File: src/rtl/bbcm_pkg.sv
// Types and constants of the block buffer cache manager.
// No dependencies.
package bbcm_pkg;
	typedef enum logic [2:0] {
		C_GET = 3'd0, C_READ = 3'd1, C_RELEASE = 3'd2, C_IODONE = 3'd3,
		C_WRITE = 3'd4, C_DELWRI = 3'd5, C_FLUSH = 3'd6
	} cmd_code_t;

	typedef enum logic [2:0] {
		K_GRANT = 3'd0, K_READ = 3'd1, K_WRITE = 3'd2, K_BUSY = 3'd3,
		K_NOFREE = 3'd4, K_NODEV = 3'd5, K_ACK = 3'd6
	} kind_t;

	// byte address of the device count register
	localparam logic [2:0] REG_DEV_COUNT = 3'd0;

	localparam int FLAG_W = 7;
	localparam logic [FLAG_W-1:0] F_BUSY   = 7'h01;
	localparam logic [FLAG_W-1:0] F_WANTED = 7'h02;
	localparam logic [FLAG_W-1:0] F_DONE   = 7'h04;
	localparam logic [FLAG_W-1:0] F_DELWRI = 7'h08;
	localparam logic [FLAG_W-1:0] F_ASYNC  = 7'h10;
	localparam logic [FLAG_W-1:0] F_READ   = 7'h20;
	localparam logic [FLAG_W-1:0] F_ERROR  = 7'h40;

	localparam int CNT_W = 5;
	localparam logic [CNT_W-1:0] MAX_VICTIMS = 5'd16;
	localparam logic [CNT_W-1:0] MAX_FLUSH   = 5'd18;

	typedef enum logic [2:0] {
		CUR_KEEP = 3'd0, CUR_B = 3'd1, CUR_SCAN = 3'd2, CUR_HEAD = 3'd3, CUR_NEXT = 3'd4
	} cur_sel_t;

	typedef enum logic [15:0] {
		S_IDLE   = 16'h0001, S_DISP  = 16'h0002, S_SRCH0  = 16'h0004, S_SEARCH = 16'h0008,
		S_MATCH  = 16'h0010, S_ALLOC = 16'h0020, S_ALLOC2 = 16'h0040, S_CLAIM  = 16'h0080,
		S_GRANT  = 16'h0100, S_GRANT2 = 16'h0200, S_WB    = 16'h0400, S_REL1   = 16'h0800,
		S_REL2   = 16'h1000, S_FL0   = 16'h2000, S_FL1    = 16'h4000, S_FIN    = 16'h8000
	} state_t;

	typedef struct packed {
		logic               load;
		cur_sel_t           cur_sel;
		logic               scan_clr;
		logic               scan_inc;
		logic [FLAG_W-1:0]  fset;
		logic [FLAG_W-1:0]  fclr;
		logic               unlink;
		logic               append;
		logic               tag_wr;
		logic               cnt_inc;
		logic               emit;
		kind_t              kind;
		logic               emit_tags;
		logic               emit_buf;
		logic               emit_hit;
		logic               finish;
	} dp_cmd_t;

	typedef struct packed {
		cmd_code_t          cmd;
		logic               nodev;
		logic               dev_neg;
		logic               valid_b;
		logic               scan_match;
		logic               scan_last;
		logic [FLAG_W-1:0]  cur_flags;
		logic               cur_end;
		logic               max_victims;
		logic               max_flush;
		logic               flush_match;
		logic               emit_ok;
		logic               out_free;
	} dp_sts_t;
endpackage

File: src/rtl/bbcm_dp.sv
// Datapath: buffer tags, flags, LRU free list and the result staging registers.
// Depends on bbcm_pkg; driven by bbcm_ctrl.
module bbcm_dp #(
	parameter int BUFFER_COUNT = 16
) (
	input  logic                 clk,
	input  logic                 arst_n,
	input  bbcm_pkg::dp_cmd_t    dcmd,
	output bbcm_pkg::dp_sts_t    sts,
	input  logic [7:0]           dev_count,
	input  logic [2:0]           in_cmd,
	input  logic [15:0]          in_device,
	input  logic [23:0]          in_block,
	input  logic [3:0]           in_buffer,
	output logic                 out_valid,
	input  logic                 out_ready,
	output logic [2:0]           out_kind,
	output logic [3:0]           out_buffer,
	output logic [15:0]          out_device,
	output logic [23:0]          out_block,
	output logic                 out_hit,
	output logic                 out_last
);
	localparam int IW = $clog2(BUFFER_COUNT);
	localparam int PW = $clog2(BUFFER_COUNT + 1);
	localparam logic [PW-1:0] SENT = PW'(BUFFER_COUNT);
	localparam int FW = bbcm_pkg::FLAG_W;

	logic [15:0]   tag_dev_q [BUFFER_COUNT];
	logic [23:0]   tag_blk_q [BUFFER_COUNT];
	logic [FW-1:0] flags_q   [BUFFER_COUNT];
	logic [PW-1:0] next_q    [BUFFER_COUNT+1];
	logic [PW-1:0] prev_q    [BUFFER_COUNT+1];

	logic [2:0]  cmd_q;
	logic [15:0] dev_q;
	logic [23:0] blk_q;
	logic [3:0]  bidx_q;
	logic [PW-1:0] cur_q;
	logic [IW-1:0] scan_q;
	logic [bbcm_pkg::CNT_W-1:0] cnt_q;

	logic        pend_v_q;
	logic [2:0]  pend_kind_q;
	logic [3:0]  pend_buf_q;
	logic [15:0] pend_dev_q;
	logic [23:0] pend_blk_q;
	logic        pend_hit_q;

	logic [IW-1:0] cur_i;
	logic [PW-1:0] n_cur, p_cur, tail;
	logic [FW-1:0] cur_flags;
	logic          cur_end;
	logic [2:0]    e_kind;
	logic [3:0]    e_buf;
	logic [15:0]   e_dev;
	logic [23:0]   e_blk;
	logic          out_free;

	assign cur_i     = IW'(cur_q);
	assign cur_end   = (cur_q >= SENT);
	assign cur_flags = cur_end ? '0 : flags_q[cur_i];
	assign n_cur     = next_q[cur_q];
	assign p_cur     = prev_q[cur_q];
	assign tail      = prev_q[BUFFER_COUNT];
	assign out_free  = !out_valid || out_ready;

	assign e_kind = dcmd.kind;
	assign e_buf  = dcmd.emit_buf ? 4'(cur_q) : 4'd0;
	assign e_dev  = dcmd.emit_tags ? tag_dev_q[cur_i] : 16'd0;
	assign e_blk  = dcmd.emit_tags ? tag_blk_q[cur_i] : 24'd0;

	always_comb begin
		sts.cmd         = bbcm_pkg::cmd_code_t'(cmd_q);
		sts.dev_neg     = dev_q[15];
		sts.nodev       = !dev_q[15] && (dev_q[15:8] >= dev_count);
		sts.valid_b     = (32'(bidx_q) < 32'(BUFFER_COUNT));
		sts.scan_match  = (tag_dev_q[scan_q] == dev_q) && (tag_blk_q[scan_q] == blk_q);
		sts.scan_last   = (32'(scan_q) == 32'(BUFFER_COUNT - 1));
		sts.cur_flags   = cur_flags;
		sts.cur_end     = cur_end;
		sts.max_victims = (cnt_q >= bbcm_pkg::MAX_VICTIMS);
		sts.max_flush   = (cnt_q >= bbcm_pkg::MAX_FLUSH);
		sts.flush_match = !cur_end && ((cur_flags & bbcm_pkg::F_DELWRI) != '0) &&
			((dev_q == 16'hFFFF) || (dev_q == tag_dev_q[cur_i]));
		sts.emit_ok     = !pend_v_q || out_free;
		sts.out_free    = out_free;
	end

	// command registers and walk pointers
	always_ff @(posedge clk or negedge arst_n) begin
		if (!arst_n) begin
			cur_q  <= '0;
			scan_q <= '0;
			cnt_q  <= '0;
		end else begin
			if (dcmd.load) begin
				cmd_q  <= in_cmd;
				dev_q  <= in_device;
				blk_q  <= in_block;
				bidx_q <= in_buffer;
				cnt_q  <= '0;
			end else if (dcmd.cnt_inc) begin
				cnt_q <= cnt_q + 1'b1;
			end
			case (dcmd.cur_sel)
				bbcm_pkg::CUR_B:    cur_q <= PW'(in_buffer);
				bbcm_pkg::CUR_SCAN: cur_q <= PW'(scan_q);
				bbcm_pkg::CUR_HEAD: cur_q <= next_q[BUFFER_COUNT];
				bbcm_pkg::CUR_NEXT: cur_q <= n_cur;
				default: ;
			endcase
			if (dcmd.scan_clr)
				scan_q <= '0;
			else if (dcmd.scan_inc)
				scan_q <= scan_q + 1'b1;
		end
	end

	// tags, flags, free list
	always_ff @(posedge clk or negedge arst_n) begin
		if (!arst_n) begin
			for (int i = 0; i < BUFFER_COUNT; i++) begin
				tag_dev_q[i] <= 16'hFFFF;
				tag_blk_q[i] <= '0;
				flags_q[i]   <= '0;
				next_q[i]    <= PW'(i + 1);
				prev_q[i]    <= (i == 0) ? SENT : PW'(i - 1);
			end
			next_q[BUFFER_COUNT] <= '0;
			prev_q[BUFFER_COUNT] <= PW'(BUFFER_COUNT - 1);
		end else begin
			if (!cur_end && ((dcmd.fset | dcmd.fclr) != '0))
				flags_q[cur_i] <= (cur_flags & ~dcmd.fclr) | dcmd.fset;
			if (dcmd.tag_wr && !cur_end) begin
				tag_dev_q[cur_i] <= dev_q;
				tag_blk_q[cur_i] <= blk_q;
			end
			if (dcmd.unlink) begin
				next_q[p_cur] <= n_cur;
				prev_q[n_cur] <= p_cur;
			end
			if (dcmd.append) begin
				next_q[tail]         <= cur_q;
				prev_q[cur_q]        <= tail;
				next_q[cur_q]        <= SENT;
				prev_q[BUFFER_COUNT] <= cur_q;
			end
		end
	end

	// one result held back so the final one can carry last
	always_ff @(posedge clk or negedge arst_n) begin
		if (!arst_n) begin
			pend_v_q  <= 1'b0;
			out_valid <= 1'b0;
		end else begin
			if (dcmd.finish) begin
				out_valid  <= 1'b1;
				out_last   <= 1'b1;
				out_kind   <= pend_v_q ? pend_kind_q : 3'(bbcm_pkg::K_ACK);
				out_buffer <= pend_v_q ? pend_buf_q : 4'd0;
				out_device <= pend_v_q ? pend_dev_q : 16'd0;
				out_block  <= pend_v_q ? pend_blk_q : 24'd0;
				out_hit    <= pend_v_q && pend_hit_q;
				pend_v_q   <= 1'b0;
			end else if (dcmd.emit) begin
				if (pend_v_q) begin
					out_valid  <= 1'b1;
					out_last   <= 1'b0;
					out_kind   <= pend_kind_q;
					out_buffer <= pend_buf_q;
					out_device <= pend_dev_q;
					out_block  <= pend_blk_q;
					out_hit    <= pend_hit_q;
				end else if (out_ready) begin
					out_valid <= 1'b0;
				end
				pend_v_q    <= 1'b1;
				pend_kind_q <= e_kind;
				pend_buf_q  <= e_buf;
				pend_dev_q  <= e_dev;
				pend_blk_q  <= e_blk;
				pend_hit_q  <= dcmd.emit_hit;
			end else if (out_ready) begin
				out_valid <= 1'b0;
			end
		end
	end
endmodule

File: src/rtl/bbcm_ctrl.sv
// Controller FSM: sequences search, allocation, write-back, release and flush.
// Depends on bbcm_pkg; drives bbcm_dp.
module bbcm_ctrl (
	input  logic               clk,
	input  logic               arst_n,
	input  logic               in_valid,
	output logic               in_ready,
	input  bbcm_pkg::dp_sts_t  sts,
	output bbcm_pkg::dp_cmd_t  dcmd
);
	bbcm_pkg::state_t state_q, state_d, ret_q, ret_d;

	assign in_ready = (state_q == bbcm_pkg::S_IDLE);

	always_comb begin
		dcmd    = '0;
		state_d = state_q;
		ret_d   = ret_q;
		unique case (state_q)
			bbcm_pkg::S_IDLE: begin
				if (in_valid) begin
					dcmd.load    = 1'b1;
					dcmd.cur_sel = bbcm_pkg::CUR_B;
					state_d      = bbcm_pkg::S_DISP;
				end
			end
			bbcm_pkg::S_DISP: begin
				ret_d   = bbcm_pkg::S_FIN;
				state_d = bbcm_pkg::S_FIN;
				case (sts.cmd)
					bbcm_pkg::C_GET, bbcm_pkg::C_READ: begin
						if (sts.nodev) begin
							dcmd.emit = 1'b1;
							dcmd.kind = bbcm_pkg::K_NODEV;
						end else begin
							state_d = bbcm_pkg::S_SRCH0;
						end
					end
					bbcm_pkg::C_RELEASE: if (sts.valid_b) state_d = bbcm_pkg::S_REL1;
					bbcm_pkg::C_IODONE: begin
						if (sts.valid_b) begin
							dcmd.fset = bbcm_pkg::F_DONE;
							if ((sts.cur_flags & bbcm_pkg::F_ASYNC) != '0)
								state_d = bbcm_pkg::S_REL1;
							else
								dcmd.fclr = bbcm_pkg::F_WANTED;
						end
					end
					bbcm_pkg::C_WRITE: if (sts.valid_b) state_d = bbcm_pkg::S_WB;
					bbcm_pkg::C_DELWRI: begin
						if (sts.valid_b) begin
							dcmd.fset = bbcm_pkg::F_DELWRI | bbcm_pkg::F_DONE;
							state_d   = bbcm_pkg::S_REL1;
						end
					end
					bbcm_pkg::C_FLUSH: state_d = bbcm_pkg::S_FL0;
					default: ;
				endcase
			end
			bbcm_pkg::S_SRCH0: begin
				if (sts.dev_neg) begin
					state_d = bbcm_pkg::S_ALLOC;
				end else begin
					dcmd.scan_clr = 1'b1;
					state_d       = bbcm_pkg::S_SEARCH;
				end
			end
			bbcm_pkg::S_SEARCH: begin
				if (sts.scan_match) begin
					dcmd.cur_sel = bbcm_pkg::CUR_SCAN;
					state_d      = bbcm_pkg::S_MATCH;
				end else if (sts.scan_last) begin
					state_d = bbcm_pkg::S_ALLOC;
				end else begin
					dcmd.scan_inc = 1'b1;
				end
			end
			bbcm_pkg::S_MATCH: begin
				if ((sts.cur_flags & bbcm_pkg::F_BUSY) != '0) begin
					if (sts.emit_ok) begin
						dcmd.fset     = bbcm_pkg::F_WANTED;
						dcmd.emit     = 1'b1;
						dcmd.kind     = bbcm_pkg::K_BUSY;
						dcmd.emit_buf = 1'b1;
						state_d       = bbcm_pkg::S_FIN;
					end
				end else begin
					dcmd.unlink = 1'b1;
					dcmd.fset   = bbcm_pkg::F_BUSY;
					state_d     = bbcm_pkg::S_GRANT;
				end
			end
			bbcm_pkg::S_ALLOC: begin
				dcmd.cur_sel = bbcm_pkg::CUR_HEAD;
				state_d      = bbcm_pkg::S_ALLOC2;
			end
			bbcm_pkg::S_ALLOC2: begin
				if (sts.cur_end) begin
					if (sts.emit_ok) begin
						dcmd.emit   = 1'b1;
						dcmd.kind   = bbcm_pkg::K_NOFREE;
						state_d     = bbcm_pkg::S_FIN;
					end
				end else if ((sts.cur_flags & bbcm_pkg::F_DELWRI) != '0) begin
					if (sts.max_victims) begin
						if (sts.emit_ok) begin
							dcmd.emit = 1'b1;
							dcmd.kind = bbcm_pkg::K_BUSY;
							state_d   = bbcm_pkg::S_FIN;
						end
					end else begin
						dcmd.unlink = 1'b1;
						dcmd.fset   = bbcm_pkg::F_BUSY | bbcm_pkg::F_ASYNC;
						ret_d       = bbcm_pkg::S_SRCH0;
						state_d     = bbcm_pkg::S_WB;
					end
				end else begin
					dcmd.unlink = 1'b1;
					dcmd.fset   = bbcm_pkg::F_BUSY;
					state_d     = bbcm_pkg::S_CLAIM;
				end
			end
			bbcm_pkg::S_CLAIM: begin
				dcmd.fclr   = '1;
				dcmd.fset   = bbcm_pkg::F_BUSY;
				dcmd.tag_wr = 1'b1;
				state_d     = bbcm_pkg::S_GRANT;
			end
			bbcm_pkg::S_GRANT: begin
				if (sts.emit_ok) begin
					dcmd.emit      = 1'b1;
					dcmd.emit_tags = 1'b1;
					dcmd.emit_buf  = 1'b1;
					if (sts.cmd == bbcm_pkg::C_READ &&
						(sts.cur_flags & bbcm_pkg::F_DONE) == '0) begin
						dcmd.fset = bbcm_pkg::F_READ;
						dcmd.kind = bbcm_pkg::K_READ;
						state_d   = bbcm_pkg::S_GRANT2;
					end else begin
						dcmd.kind     = bbcm_pkg::K_GRANT;
						dcmd.emit_hit = (sts.cur_flags & bbcm_pkg::F_DONE) != '0;
						state_d       = bbcm_pkg::S_FIN;
					end
				end
			end
			bbcm_pkg::S_GRANT2: begin
				if (sts.emit_ok) begin
					dcmd.emit      = 1'b1;
					dcmd.emit_tags = 1'b1;
					dcmd.emit_buf  = 1'b1;
					dcmd.kind      = bbcm_pkg::K_GRANT;
					state_d        = bbcm_pkg::S_FIN;
				end
			end
			bbcm_pkg::S_WB: begin
				if (sts.emit_ok) begin
					dcmd.fclr      = bbcm_pkg::F_READ | bbcm_pkg::F_DONE |
						bbcm_pkg::F_ERROR | bbcm_pkg::F_DELWRI;
					dcmd.emit      = 1'b1;
					dcmd.kind      = bbcm_pkg::K_WRITE;
					dcmd.emit_tags = 1'b1;
					dcmd.emit_buf  = 1'b1;
					dcmd.cnt_inc   = 1'b1;
					if ((sts.cur_flags & bbcm_pkg::F_ASYNC) == '0)
						state_d = bbcm_pkg::S_REL1;
					else
						state_d = ret_q;
				end
			end
			bbcm_pkg::S_REL1: begin
				dcmd.unlink = (sts.cur_flags & bbcm_pkg::F_BUSY) == '0;
				state_d     = bbcm_pkg::S_REL2;
			end
			bbcm_pkg::S_REL2: begin
				dcmd.fclr   = bbcm_pkg::F_WANTED | bbcm_pkg::F_BUSY | bbcm_pkg::F_ASYNC;
				dcmd.append = 1'b1;
				state_d     = ret_q;
			end
			bbcm_pkg::S_FL0: begin
				if (sts.max_flush) begin
					state_d = bbcm_pkg::S_FIN;
				end else begin
					dcmd.cur_sel = bbcm_pkg::CUR_HEAD;
					state_d      = bbcm_pkg::S_FL1;
				end
			end
			bbcm_pkg::S_FL1: begin
				if (sts.cur_end) begin
					state_d = bbcm_pkg::S_FIN;
				end else if (sts.flush_match) begin
					dcmd.unlink = 1'b1;
					dcmd.fset   = bbcm_pkg::F_BUSY | bbcm_pkg::F_ASYNC;
					ret_d       = bbcm_pkg::S_FL0;
					state_d     = bbcm_pkg::S_WB;
				end else begin
					dcmd.cur_sel = bbcm_pkg::CUR_NEXT;
				end
			end
			bbcm_pkg::S_FIN: begin
				if (sts.out_free) begin
					dcmd.finish = 1'b1;
					state_d     = bbcm_pkg::S_IDLE;
				end
			end
			default: state_d = bbcm_pkg::S_IDLE;
		endcase
	end

	always_ff @(posedge clk or negedge arst_n) begin
		if (!arst_n) begin
			state_q <= bbcm_pkg::S_IDLE;
			ret_q   <= bbcm_pkg::S_FIN;
		end else begin
			state_q <= state_d;
			ret_q   <= ret_d;
		end
	end
endmodule

File: src/rtl/block_buffer_cache_manager_unit.sv
// Top level of the block buffer cache manager: stream ports, APB register, controller
// and datapath. Depends on bbcm_pkg, bbcm_ctrl and bbcm_dp.
//
// Use: each input beat is one command (get, read, release, io done, write, delayed
// write, flush). The block answers with one or more result beats; the final beat of a
// command carries tlast, tuser carries the result kind.
// Sequencing: a command is taken only when the block is idle. A get walks the tag
// array one buffer per cycle and repeats the search after each delayed-write victim;
// a get or read for a device that does not exist answers without a search. A flush walks
// the free list one entry per cycle and restarts from the head after each write-back.
// Throughput: one command at a time; the sequencer and the single list/tag port set it.
// Results: one result is held back in a staging register so the final one can be
// marked; a stalled receiver (m_axis_tready low) simply holds the sequencer.
// Reset: arst_n clears all tags to no device, all flags, puts every buffer on the free
// list in index order and sets block_device_count to 1. No clearing pass.
// Config: block_device_count at byte address 0; the user writes it only while idle, the block does not enforce this.
module block_buffer_cache_manager_unit #(
	parameter int BUFFER_COUNT = 16
) (
	input  logic        clk,
	input  logic        arst_n,
	input  logic        s_axis_tvalid,
	output logic        s_axis_tready,
	input  logic [47:0] s_axis_tdata,  // cmd[2:0], device[18:3], block_number[42:19], buffer_index[46:43]
	output logic        m_axis_tvalid,
	input  logic        m_axis_tready,
	output logic [47:0] m_axis_tdata,  // result_buffer[3:0], request_device[19:4], request_block[43:20], hit[44]
	output logic [2:0]  m_axis_tuser,  // kind[2:0]
	output logic        m_axis_tlast,
	input  logic        psel,
	input  logic        penable,
	input  logic        pwrite,
	input  logic [2:0]  paddr,
	input  logic [31:0] pwdata,
	output logic [31:0] prdata,
	output logic        pready
);
	bbcm_pkg::dp_cmd_t dcmd;
	bbcm_pkg::dp_sts_t sts;

	logic [7:0]  dev_count_q;
	logic [3:0]  r_buf;
	logic [15:0] r_dev;
	logic [23:0] r_blk;
	logic        r_hit;

	// register 0 sits at byte address 0; other addresses read zero and ignore writes
	assign pready = 1'b1;
	assign prdata = (paddr == bbcm_pkg::REG_DEV_COUNT) ? {24'd0, dev_count_q} : 32'd0;

	always_ff @(posedge clk or negedge arst_n) begin
		if (!arst_n)
			dev_count_q <= 8'd1;
		else if (psel && penable && pwrite && pready && paddr == bbcm_pkg::REG_DEV_COUNT)
			dev_count_q <= pwdata[7:0];
	end

	bbcm_ctrl u_ctrl (
		.clk      (clk),
		.arst_n   (arst_n),
		.in_valid (s_axis_tvalid),
		.in_ready (s_axis_tready),
		.sts      (sts),
		.dcmd     (dcmd)
	);

	bbcm_dp #(.BUFFER_COUNT(BUFFER_COUNT)) u_dp (
		.clk        (clk),
		.arst_n     (arst_n),
		.dcmd       (dcmd),
		.sts        (sts),
		.dev_count  (dev_count_q),
		.in_cmd     (s_axis_tdata[2:0]),
		.in_device  (s_axis_tdata[18:3]),
		.in_block   (s_axis_tdata[42:19]),
		.in_buffer  (s_axis_tdata[46:43]),
		.out_valid  (m_axis_tvalid),
		.out_ready  (m_axis_tready),
		.out_kind   (m_axis_tuser),
		.out_buffer (r_buf),
		.out_device (r_dev),
		.out_block  (r_blk),
		.out_hit    (r_hit),
		.out_last   (m_axis_tlast)
	);

	assign m_axis_tdata = {3'd0, r_hit, r_blk, r_dev, r_buf};
endmodule

File: config.mk
export PLATFORM = sky130hd
export DESIGN_NAME = block_buffer_cache_manager_unit
export DESIGN_NICKNAME = d
export VERILOG_FILES = /design/src/rtl/bbcm_pkg.sv /design/src/rtl/bbcm_dp.sv /design/src/rtl/bbcm_ctrl.sv /design/src/rtl/block_buffer_cache_manager_unit.sv
export SDC_FILE = /design/constraint.sdc
export NUM_CORES = 2
export LEC_CHECK = 0
export BUFFER_PORTS_ARGS = -buffer_cell sky130_fd_sc_hd__clkbuf_2
export CORE_ASPECT_RATIO = 0.5
export CORE_MARGIN = 4
export CORE_UTILIZATION = 60
export CTS_BUF_LIST = sky130_fd_sc_hd__clkbuf_2 sky130_fd_sc_hd__clkbuf_4 sky130_fd_sc_hd__clkbuf_8
export DETAILED_ROUTE_END_ITERATION = 7
export PLACE_DENSITY = 0.73
export SETUP_SLACK_MARGIN = 0.05
export SYNTH_ARGS = -nofsm -noshare
export SYNTH_HDL_FRONTEND = slang
export SYNTH_HIERARCHICAL = 1
export SYNTH_SLANG_ARGS = --single-unit
File: constraint.sdc
create_clock -name clk -period 9.18 [get_ports clk]
set_input_delay 1.377 -clock clk [delete_from_list [all_inputs] [get_ports clk]]
set_output_delay 1.377 -clock clk [all_outputs]
set_load 0.03 [all_outputs]
# Yosys cells after proc, flatten, opt, wreduce, memory -nomap -nowiden
# Index checks and enable logic that the tools add are counted.
word_totals:
  reg_bits: 1118
  latchBits: 0
  ram_bits: 0
  rom_bits: 0
  in_bits: 90
  output_inout_bits: 87
  word_cells: 386
  n_memories: 0
op_classes:
  n_addsub: 2
  mul: 0
  div_mod_pow: 0
  n_lt_le_gt_ge: 15
  eq_ne: 42
  n_shift: 0
  n_mux: 164
  bitwise_logic: 16
  reduce_logical: 43
op_table:
  columns: ["operator", "n"]
  rows:
  - ["2-to-1 mux 16 bit", 32]
  - ["bitwise mux 384 bit", 1]
  - ["bitwise mux 85 bit", 4]
  - ["2-to-1 mux 85 bit", 4]
  - ["bitwise mux 256 bit", 1]
  - ["one-hot mux 16 bit (16 select lines)", 1]
  - ["2-to-1 mux 24 bit", 9]
  - ["binary-select mux 24 bit (select 4 bit)", 2]
  - ["binary-select mux 16 bit (select 4 bit)", 2]
  - ["bitwise mux 112 bit", 1]
  - ["demux 5 bit (select 5 bit)", 4]
  - ["demux 24 bit (select 4 bit)", 1]
  - ["one-hot mux 16 bit (5 select lines)", 1]
  - ["2-to-1 mux 7 bit", 10]
  - ["bitwise AND 68 bit", 1]
  - ["inverter 68 bit", 1]
  - ["2-to-1 mux 5 bit", 13]
  - ["demux 16 bit (select 4 bit)", 1]
  - ["2-to-1 mux 4 bit", 15]
  - ["binary-select mux 5 bit (select 5 bit)", 2]
  - ["one-hot mux 16 bit (3 select lines)", 1]
  - ["one-hot mux 7 bit (6 select lines)", 1]
  - ["equality test 16 bit", 2]
  - ["equality test 16 bit, second input constant", 2]
  - ["64 further kinds", 170]

# Longest topological paths before layout
logic_depth:
  depth_word: 14
  ltp_mapped: 24
  ltp_nobuf: 16

# Cells and area by module
# Netlist, hierarchy kept.
by_module_without_submodules:
  columns: ["mod", "instances", "cells_each", "area_per_inst_um2", "seq_area_each_um2"]
  rows:
  - ["bbcm_dp", 1, 4299, 56250.2, 28079.4]
  - ["bbcm_ctrl", 1, 215, 1773.0, 478.0]
  - ["block_buffer_cache_manager_unit", 1, 58, 654.4, 201.4]

# Least setup slack after synthesis
# Ideal clock, no wire load.
synth_timing:
  kind: "reg2reg"
  from: "register u_dp.cur_q[0]"
  to: "register u_dp.out_block[0] (enable)"
  setup_time_ns: 0.459
  arrival_ns: 4.469
  required_time_ns: 8.721
  setup_slack_ns: 4.252
  path_stages_with_launch: 13
  path_buffers: 2
  synth_period_minus_slack_ns: 4.928
  path_cell_list: "dfrtp_1 > buf_6 > buf_2 > mux4_2 > mux4_2 > nor2b_1 > inv_1 > or2_2 > a21oi_1 > o21ai_0 > nand2_1 > a21oi_1 > nor2b_1"
synth_lines:
  columns: ["element", "line_no", "source"]
  rows:
  - ["start: declaration", "bbcm_dp.sv:39", "logic [PW-1:0] cur_q;"]
  - ["start signal: assignment", "bbcm_dp.sv:107", "bbcm_pkg::CUR_B: cur_q <= PW'(in_buffer);"]
  - ["start signal: assignment", "bbcm_dp.sv:108", "bbcm_pkg::CUR_SCAN: cur_q <= PW'(scan_q);"]
  - ["start signal: assignment", "bbcm_dp.sv:109", "bbcm_pkg::CUR_HEAD: cur_q <= next_q[BUFFER_COUNT];"]
  - ["end signal: assignment", "bbcm_dp.sv:164", "out_block <= pend_v_q ? pend_blk_q : 24'd0;"]
  - ["end signal: assignment", "bbcm_dp.sv:174", "out_block <= pend_blk_q;"]
  - ["end: declaration", "bbcm_dp.sv:20", "output logic [23:0] out_block,"]

==> impl_results.html <==
<table>
<tr><th>Metric</th><th>Value</th></tr>
<tr><th colspan="2">Placed design</th></tr>
<tr><td>Routability congestion estimate from global placement</td><td>0.9540</td></tr>
<tr><td>Cell Area, Placed</td><td>57610 um2</td></tr>
<tr><td>Hpwl dp</td><td>92.97 mm</td></tr>
<tr><td>Number of buffers added on ports</td><td>123</td></tr>
<tr><td>Placed insts</td><td>5450</td></tr>
<tr><th colspan="2">Setup path</th></tr>
<tr><td>Peak per-stage delay on the critical path</td><td>1.05 ns</td></tr>
<tr><td>Number of cell instances on the worst register-to-register path</td><td>16</td></tr>
<tr><td>Family with the most delay on the worst path</td><td>simple AND/OR/NAND/NOR gates</td></tr>
<tr><td>Cell-by-cell trace of the critical path</td><td>buf_12, mux4_2, mux4_2, xnor2_1, nand4_1, nor4_1, a22o_1, a22oi_1, o21ai_0, buf_4, inv_1, or2_2, nor2_1, nand3_1, mux2i_1, o22ai_1</td></tr>
<tr><td>Internal reg-to-reg setup slack</td><td>3.13 ns</td></tr>
<tr><td>Cell mode on critical path</td><td>mux4_2</td></tr>
<tr><td>Setup CP Type</td><td>flip-flop to flip-flop</td></tr>
<tr><td>Worst path required time</td><td>9.93 ns</td></tr>
<tr><td>Number of buffer and inverter instances along the worst setup path</td><td>3</td></tr>
<tr><td>Critical R2R Capture</td><td>u_dp/next_q[4]</td></tr>
<tr><td>Slowest stage cell, crit path</td><td>dfrtp_4</td></tr>
<tr><td>Top fanout value on the critical path</td><td>56</td></tr>
<tr><td>FF-to-FF Start</td><td>u_dp/cur_q[0]</td></tr>
<tr><td>Worst Setup End Kind</td><td>flip-flop</td></tr>
<tr><td>Data arrival time at the worst-slack endpoint</td><td>6.80 ns</td></tr>
<tr><td>CP startpoint kind</td><td>flip-flop</td></tr>
<tr><th colspan="2">Global routing</th></tr>
<tr><td>Wire length of the first global-routing pass</td><td>242.6 mm</td></tr>
<tr><td>Initial antenna violation count</td><td>2</td></tr>
<tr><td>Number of global-route vias before repair</td><td>39000</td></tr>
<tr><td>Global route total overflow</td><td>0</td></tr>
<tr><td>GRT Resource Usage Total</td><td>32.24%</td></tr>
<tr><td>Largest net degree at the start of global routing</td><td>169</td></tr>
<tr><th colspan="2">Finish</th></tr>
<tr><td>Fin cells</td><td>5734</td></tr>
<tr><td>Net count reported at finish</td><td>4450</td></tr>
<tr><td>Fraction of layout instances using a drive strength above 1</td><td>41.42%</td></tr>
<tr><td>Final cell utilization of the core</td><td>65.17%</td></tr>
<tr><td>Commonest cells after routing, fill and taps aside</td><td>dfrtp_1 (585), mux2_2 (585), nand2_1 (473), mux4_2 (363), dfstp_2 (325)</td></tr>
<tr><td>Final standard cell area without fillers</td><td>60810 um2</td></tr>
<tr><td>Synthesis-to-layout area growth</td><td>7.334%</td></tr>
<tr><th colspan="2">Worst hold path</th></tr>
<tr><td>Number of instances on the worst hold path</td><td>2</td></tr>
<tr><td>Worst min path class</td><td>flip-flop to flip-flop</td></tr>
<tr><td>Worst-case hold path end point</td><td>u_dp/flags_q[51]</td></tr>
<tr><td>Hold path start</td><td>u_dp/flags_q[51]</td></tr>
<tr><th colspan="2">Pwr</th></tr>
<tr><td>Power density of the placed cells</td><td>188.6 nW/um2</td></tr>
<tr><td>Worst IR Drop VDD</td><td>0.1533 mV</td></tr>
<tr><td>Internal Dissipation</td><td>0.007787 W</td></tr>
<tr><td>Proportion of power drawn by combinational gates</td><td>20.2%</td></tr>
<tr><td>Leakage</td><td>25.99 nW</td></tr>
<tr><td>Switching pwr</td><td>0.003682 W</td></tr>
<tr><td>Part of the power in registers</td><td>45.2%</td></tr>
<tr><td>Proportion of total power due to net switching</td><td>32.11%</td></tr>
<tr><td>Part of the total power dissipated in the clock network</td><td>34.6%</td></tr>
<tr><th colspan="2">Route</th></tr>
<tr><td>Wire length per cell</td><td>27.87 um</td></tr>
<tr><td>Remaining antenna violation count after routing</td><td>0</td></tr>
<tr><td>DRT iter0 DRCs</td><td>4655</td></tr>
<tr><td>Final routed DRC violation total</td><td>0</td></tr>
<tr><td>Routed via count</td><td>38430</td></tr>
<tr><td>First-pass iteration count of the detailed router</td><td>8</td></tr>
<tr><td>Routed Wire Length</td><td>159.8 mm</td></tr>
<tr><td>Via/cell ratio</td><td>6.701</td></tr>
<tr><th colspan="2">STA</th></tr>
<tr><td>Worst slew margin relative to its limit</td><td>20.67%</td></tr>
<tr><td>Worst hold-check slack</td><td>0.4753 ns</td></tr>
<tr><td>Count of final setup violators</td><td>0</td></tr>
<tr><td>Final setup TNS</td><td>0 ns</td></tr>
<tr><td>Max-slew violation count</td><td>0</td></tr>
<tr><td>Unrepaired setup endpoints after global routing</td><td>false</td></tr>
<tr><td>Final setup skew</td><td>0.04991 ns</td></tr>
<tr><td>Slew at the pin closest to its max-slew limit</td><td>1.185 ns</td></tr>
<tr><td>Final hold violation count</td><td>0</td></tr>
<tr><td>Fmax</td><td>165.2 MHz</td></tr>
<tr><td>Post-layout min period</td><td>6.052 ns</td></tr>
<tr><td>Share of the clock period used by the worst path after layout</td><td>65.93%</td></tr>
<tr><th colspan="2">Clocking</th></tr>
<tr><td>Setup fix buffers added after clock tree synthesis</td><td>0</td></tr>
<tr><td>Cells resized by post-CTS repair</td><td>0</td></tr>
<tr><td>Clock sink count</td><td>1057</td></tr>
<tr><td>Maximum buffer depth of the clock tree</td><td>3</td></tr>
<tr><td>H-tree depth</td><td>4</td></tr>
<tr><td>Register clock-pin slew on the reported worst setup and hold paths</td><td>0.07 ns</td></tr>
<tr><td>Clk_lat worst skew</td><td>0.88 ns</td></tr>
<tr><td>Count of hold buffers inserted by post-cts repair</td><td>0</td></tr>
<tr><td>Buffer cell driving the clock tree root</td><td>clkbuf_8</td></tr>
<tr><td>Num CTS Buffers</td><td>152</td></tr>
<tr><td>Clock tree from TritonCTS</td><td>done</td></tr>
<tr><th colspan="2">Logic synthesis</th></tr>
<tr><td>Avg Inst Size Synth</td><td>12.87 um2</td></tr>
<tr><td>Gate count after technology mapping</td><td>4401</td></tr>
<tr><td>Cell area after synthesis</td><td>56660 um2</td></tr>
<tr><td>Number of warnings issued by yosys</td><td>6</td></tr>
<tr><th colspan="2">Status</th></tr>
<tr><td>Run status</td><td>finished clean</td></tr>
<tr><th colspan="2">Die</th></tr>
<tr><td>Die X</td><td>442.6 um</td></tr>
<tr><td>Core ar.</td><td>93310 um2</td></tr>
<tr><td>Starting density of the core</td><td>60.72%</td></tr>
<tr><td>Die boundary height</td><td>225.3 um</td></tr>
<tr><td>I/O pin count</td><td>177</td></tr>
<tr><td>FP Rows</td><td>79</td></tr>
<tr><td>Die Area</td><td>99710 um2</td></tr>
<tr><th colspan="2">Flow run</th></tr>
<tr><td>Maxcap violations</td><td>0</td></tr>
</table>
==> per-stage QoR <==
step	setup slack, ns	total power [W]
3_3_place_gp	3.232	0.007518
3_5_place_dp	3.229	0.007545
2_1_floorplan	4.263	0.006798
6_report	3.128	0.01147
5_1_grt	2.811	0.01190
4_1_cts	3.179	0.01151
==> cell type report <==
class	count	area, um2
repair buffers	208	1339
diodes	5	12.51
clock inverters	24	160.2
flip-flops and latches	1057	27580
well taps	1255	1570
multi-input cells	2896	26990
inverters	34	130.1
fillers	6836	32500
clock buffers	255	3028
==> registers in the layout, indices dropped and copies added, names as in the netlist, 8 cells and up <==
register and count:
u_dp/pend_dev_q 16, u_dp/out_device 16, u_dp/tag_dev_q 256, u_dp/out_block 24, u_dp/flags_q 64, u_dp/blk_q 24
u_dp/dev_q 16, dev_count_q 8, u_dp/prev_q 80, u_dp/next_q 85, u_dp/pend_blk_q 24, u_dp/tag_blk_q 384
u_ctrl/state_q 16
==> tightest hold or removal path, stage by stage, from the launching register on <==
cell	delay [ns]
dfrtp_1	0.34
nand2_1	0.04
o21ai_0	0.06
==> power by group through the flow <==
stage          logic, W  clock network (W)  registers (W)
2_1_floorplan   0.00181                  0        0.00499
3_3_place_gp    0.00227                  0        0.00525
3_5_place_dp    0.00228                  0        0.00526
4_1_cts         0.00229            0.00404        0.00518
5_1_grt         0.00244            0.00426        0.00521
6_report        0.00231            0.00397        0.00518
==> layer usage <==
metal | GRT usage, % | up-vias | wire [um]
li1 | - | 16120 | -
met5 | 0 | - | 0
met1 | 45.51 | 20000 | 65840
met4 | 12.42 | 0 | 5491
met2 | 50.07 | 1978 | 73310
met3 | 6.594 | 335 | 15190
==> worst max-delay path by stage <==
stage | start | to | cells past startpoint
after floorplan | u_dp/cur_q[0] | u_dp/out_block[0] | 13
after global placement | u_dp/cur_q[0] | u_dp/tail[4] | 15
after detailed placement | u_dp/cur_q[0] | u_dp/tail[4] | 15
after CTS | u_dp/cur_q[0] | u_dp/tail[1] | 15
after global routing | u_dp/cur_q[0] | u_dp/next_q[1] | 18
final | u_dp/cur_q[0] | u_dp/next_q[4] | 16
(Power assumes the default switching activity.)
